[config.mk]
export PLATFORM = sky130hd
export DESIGN_NAME = svt_cell
export DESIGN_NICKNAME = d
export VERILOG_FILES = /design/src/sv/svt_pkg.sv /design/src/sv/svt_cell.sv
export SDC_FILE = /design/constraint.sdc
export NUM_CORES = 1
export LEC_CHECK = 0
export BUFFER_PORTS_ARGS = -buffer_cell sky130_fd_sc_hd__buf_4
export CAP_MARGIN = 40
export CORE_MARGIN = 2
export CORE_UTILIZATION = 42
export DETAILED_ROUTE_END_ITERATION = 6
export MAX_ROUTING_LAYER = met4
export PLACE_DENSITY = 0.76
export REMOVE_ABC_BUFFERS = 1
export SLEW_MARGIN = 20
export SYNTH_ARGS = -nofsm -noshare
export SYNTH_HDL_FRONTEND = slang
export SYNTH_SLANG_ARGS = --single-unit
[constraint.sdc]
create_clock -name clk -period 3.3 [get_ports clk]
set_clock_uncertainty 0.05 [all_clocks]
set_input_delay 0.66 -clock clk [delete_from_list [all_inputs] [get_ports clk]]
set_output_delay 0.66 -clock clk [all_outputs]
set_load 0.05 [all_outputs]
[src/sv/svt_pkg.sv]
`timescale 1ns / 1ps
package svt_pkg;

  localparam int CAPACITY_DEF = 256;
  localparam int DATA_W       = 32;
  localparam int IDX_W        = 8;
  localparam int POS_W        = 8;
  localparam int CNT_W        = 9;

  typedef enum logic [1:0] {
    OP_SEARCH = 2'd0,
    OP_MODIFY = 2'd1,
    OP_APPEND = 2'd2,
    OP_CLEAR  = 2'd3
  } opcode_t;

  typedef enum logic [1:0] {
    ST_OK        = 2'd0,
    ST_NOT_FOUND = 2'd1,
    ST_RANGE     = 2'd2,
    ST_FULL      = 2'd3
  } status_t;

  // Control part of the item token that walks down the cell chain
  typedef struct packed {
    logic    valid;
    opcode_t op;
    logic    wr;
    logic    found;
    status_t status;
  } ctl_t;

endpackage

[src/sv/svt_cell.sv]
`timescale 1ns / 1ps
module svt_cell
  import svt_pkg::*;
#(
  parameter int CAPACITY = CAPACITY_DEF,
  parameter int CELL_IDX = 0
) (
  input  logic                        clk,
  input  logic                        rst_n,
  input  logic [$clog2(CAPACITY+1)-1:0] count,
  input  ctl_t                        in_ctl,
  input  logic [$clog2(CAPACITY)-1:0] in_target,
  input  logic [DATA_W-1:0]           in_key,
  input  logic [DATA_W-1:0]           in_old,
  input  logic [$clog2(CAPACITY)-1:0] in_pos,
  output ctl_t                        out_ctl,
  output logic [$clog2(CAPACITY)-1:0] out_target,
  output logic [DATA_W-1:0]           out_key,
  output logic [DATA_W-1:0]           out_old,
  output logic [$clog2(CAPACITY)-1:0] out_pos
);

  localparam int PW = $clog2(CAPACITY);
  localparam int CW = $clog2(CAPACITY + 1);
  localparam logic [PW-1:0] IDX_P = PW'(CELL_IDX);
  localparam logic [CW-1:0] IDX_C = CW'(CELL_IDX);

  logic [DATA_W-1:0] entry_r, entry_nxt;
  ctl_t              ctl_r, ctl_nxt;
  logic [PW-1:0]     target_r;
  logic [DATA_W-1:0] key_r;
  logic [DATA_W-1:0] old_r, old_nxt;
  logic [PW-1:0]     pos_r, pos_nxt;
  logic              hit;
  logic              match;

  // Decide whether this cell is written or matches the search key
  always_comb begin
    hit   = in_ctl.valid && in_ctl.wr && (in_target == IDX_P);
    match = in_ctl.valid && (in_ctl.op == OP_SEARCH) && !in_ctl.found &&
            (IDX_C < count) && (entry_r == in_key);
  end

  // Update the entry and the token that moves on
  always_comb begin
    entry_nxt = entry_r;
    if (hit) begin
      entry_nxt = (in_ctl.op == OP_CLEAR) ? '0 : in_key;
    end
    ctl_nxt = in_ctl;
    if (match) begin
      ctl_nxt.found = 1'b1;
    end
    old_nxt = (hit && (in_ctl.op == OP_MODIFY)) ? entry_r : in_old;
    pos_nxt = match ? IDX_P : in_pos;
  end

  // Hold the entry; it is defined once an append has written it
  always_ff @(posedge clk) begin
    entry_r <= entry_nxt;
  end

  // Advance the token by one cell
  always_ff @(posedge clk) begin
    if (!rst_n) begin
      ctl_r <= '0;
    end else begin
      ctl_r <= ctl_nxt;
    end
  end

  always_ff @(posedge clk) begin
    target_r <= in_target;
    key_r    <= in_key;
    old_r    <= old_nxt;
    pos_r    <= pos_nxt;
  end

  assign out_ctl    = ctl_r;
  assign out_target = target_r;
  assign out_key    = key_r;
  assign out_old    = old_r;
  assign out_pos    = pos_r;

endmodule

==> results.cfg <==
[run_status]
status = finished clean

[clocking]
ctsHtreeMaxLevel = 4
tritoncts = yes
cts_resized = 0
hold_buffers = 0
post-cts-setup-buffer-count = 0
clock_latency_ns = 0.50
cts_buffers = 17
clk_path_buf_depth = 2
root_buffer = clkbuf_8
clk_pin_slew_ns = 0.06
clock_sinks = 119

[grt]
grt_max_degree = 33
grt_pass1_vias = 2735
grt_first_pass_wirelength_mm = 13.50
antenna_found_initial = 0
grt-ovfl-total = 0
grt_use_total_pct = 18.27

[placed_design]
place_ws_ns = 0.6271
portBuffers = 184
gp_congestion = 0.7156
dpl.hpwl_mm = 6.790

[worst_setup_path]
critPathKind = in2reg
r2r_end = out_ctl[2]
r2r_slack_ns = 1.50
r2r-start = entry_r[19]
critPathMaxFanout = 19
r2r_cells = 5
arrival_ns = 2.50
cp-start-kind = input pin
worstPathRequired_ns = 3.64
endpoint_kind = flop

[synth]
synth_area_leaders = dfxtp_1 43%, edfxtp_1 24%, mux2_4 11%
yosysTopAreaCellShare_pct = 43.43
yosys.area.top_type = dfxtp_1
ys_seq_area_share_pct = 67.39
ys_seq_elements = 119
syn_inst = 265
ys_types = 24
syn_area_per_cell_um2 = 15.13
syn_area_um2 = 4010
ys.warnings.count = 0

[floorplanning]
initial_core_util_pct = 43.40
row_count = 35
die_height_um = 101.7
ios = 185
core_um2 = 9240
die_area_um2 = 10350
fp.dieW_um = 101.7

[timing]
hold_violations = 0
period_needed_ns = 2.164
fin_setup_tns_ns = 0
fin_crit_sh_pct = 65.57
finalSetupViolCount = 0
maxSlewHeadroom_pct = 64.89
rsz0062_at_grt = false
worst_slack_ns = 1.136
max_freq_mhz = 462.1
tightest_slew_ns = 0.5254
slew_viol_final = 0

[routing]
ant_nets = 0
first_pass_iters = 4
routed_wl_mm = 9.292
drc = 0
wl_per_cell_um = 15.23
vias = 2740
vias_per_cell = 4.492
drt_first_iter_violations = 56

[worst_hold_path]
holdPathEnd = out_target[7]
hold_depth = 1
hp-start = in_target[7]
min_path_type = in2reg

[finish]
antenna_cells = 0
layout-drive-gt1-share_pct = 53.43
syn_to_final_growth_pct = 53.88
fin_nets = 566

[pwr]
p_comb_share_pct = 12.6
p_leak_uw = 0.002795
sw_frac_of_total_pct = 24.12
clkPwrFrac_pct = 46.9
p_per_area_nw_per_um2 = 628.3
internal_power_uw = 2942
p_seq_share_pct = 40.6
vdd_ir_drop_max_mv = 0.3782
netSwitchingPower_uw = 935.1

[flow_run]
cap_violations = 0
[worst max-delay path, cell delays in order]
cell and delay, ns:
buf_4 0.12, or4_4 0.54, nor4_4 0.24, nand3b_4 0.33, buf_12 0.29, mux2_4 0.31
[metrics by stage]
step / instances / hold WS (ns) / util [%] / total power [µW] / area, µm²
2_1_floorplan: 259 / 0.4499 / - / 1879 / 3965
3_3_place_gp: 576 / 0.4540 / 60.07 / 2084 / 5550
3_5_place_dp: 578 / 0.4640 / 60.28 / 2093 / 5570
4_1_cts: 610 / 0.1954 / 66.78 / 3915 / 6171
5_1_grt: 610 / 0.1977 / 66.78 / 3997 / 6171
6_report: 610 / 0.2166 / 66.78 / 3877 / 6171
[synthesized netlist by cell type]
library cell and number:
a2111oi_2 1, a31oi_1 8, a41o_1 1, and2_1 39
buf_6 3, clkbuf_1 3, dfxtp_1 87, edfxtp_1 32
inv_1 8, mux2_2 2, mux2_4 30, nand2_1 1
nand3_1 1, nand3b_4 1, nand4_1 7, nand4bb_1 1
nor3_1 3, nor4_2 1, nor4_4 1, nor4b_1 1
or4_1 1, or4_4 1, xnor2_1 30, xor2_1 2
[sequential cells by signal (all words and copies together) (netlist names)]
register	flops
out_ctl	7
entry_r	32
out_old	32
out_key	32
out_target	8
out_pos	8
[how the worst max path moves through the flow]
| stage | startpoint | depth (start not counted) | endpoint | slack [ns] |
|---|---|---|---|---|
| floorplan | in_target[3] | 4 | out_old[10] | -0.35 |
| global placement | in_target[3] | 6 | out_old[2] | 0.65 |
| detailed placement | in_target[3] | 6 | out_old[2] | 0.63 |
| CTS | in_target[3] | 6 | out_old[8] | 1.14 |
| global route | in_target[3] | 6 | out_old[8] | 1.08 |
| finish | in_target[3] | 6 | out_old[8] | 1.14 |
[power groups by stage]
| stage | Sequential (µW) | Combinational (µW) | Clock (µW) |
|---|---|---|---|
| 2_1_floorplan | 1800 | 75.1 | 0 |
| 3_3_place_gp | 1600 | 481 | 0 |
| 3_5_place_dp | 1600 | 489 | 0 |
| 4_1_cts | 1570 | 492 | 1850 |
| 5_1_grt | 1580 | 509 | 1910 |
| 6_report | 1570 | 487 | 1820 |
[cell type report]
| type | instances | area, µm² |
|---|---|---|
| Fill cell | 683 | 3069 |
| Inverter | 8 | 30.03 |
| Clock buffer | 22 | 485.5 |
| Clock inverter | 10 | 115.1 |
| Sequential cell | 119 | 2703 |
| Tap cell | 129 | 161.4 |
| Timing Repair Buffer | 190 | 1444 |
| Multi-Input combinational cell | 132 | 1232 |
[cell families after synthesis]
group | after synthesis | synth area share [%]
simple gates | 58 | 10.08
compound gates | 10 | 1.872
buf+inv | 14 | 1.872
flops | 119 | 67.39
mux | 32 | 11.79
xor+xnor | 32 | 6.989
[routing by layer]
metal	up-vias	GRT usage, %	part of all wire (%)	wire, µm
met2	112	31.58	53	4958
met4	0	6.549	1.1	106
li1	1320	-	-	-
met3	14	5.659	6.7	624
met1	1294	19.70	39	3602
met5	-	-	0	0
[placed cells by master (no fill, tap or decap), types with 2 or more instances in the layout]
master / instances
edfxtp_1: 32
dfxtp_1: 87
nor3_1: 3
buf_4: 187
a31oi_1: 8
clkinv_2: 3
bufinv_16: 2
clkbuf_16: 18
inv_1: 8
nand4_1: 7
clkbuf_1: 2
clkbuf_8: 2
and2_1: 39
xor2_1: 2
xnor2_1: 30
mux2_4: 30
mux2_2: 2
clkinv_4: 3
Note: power is estimated with default switching activity, not from simulation.
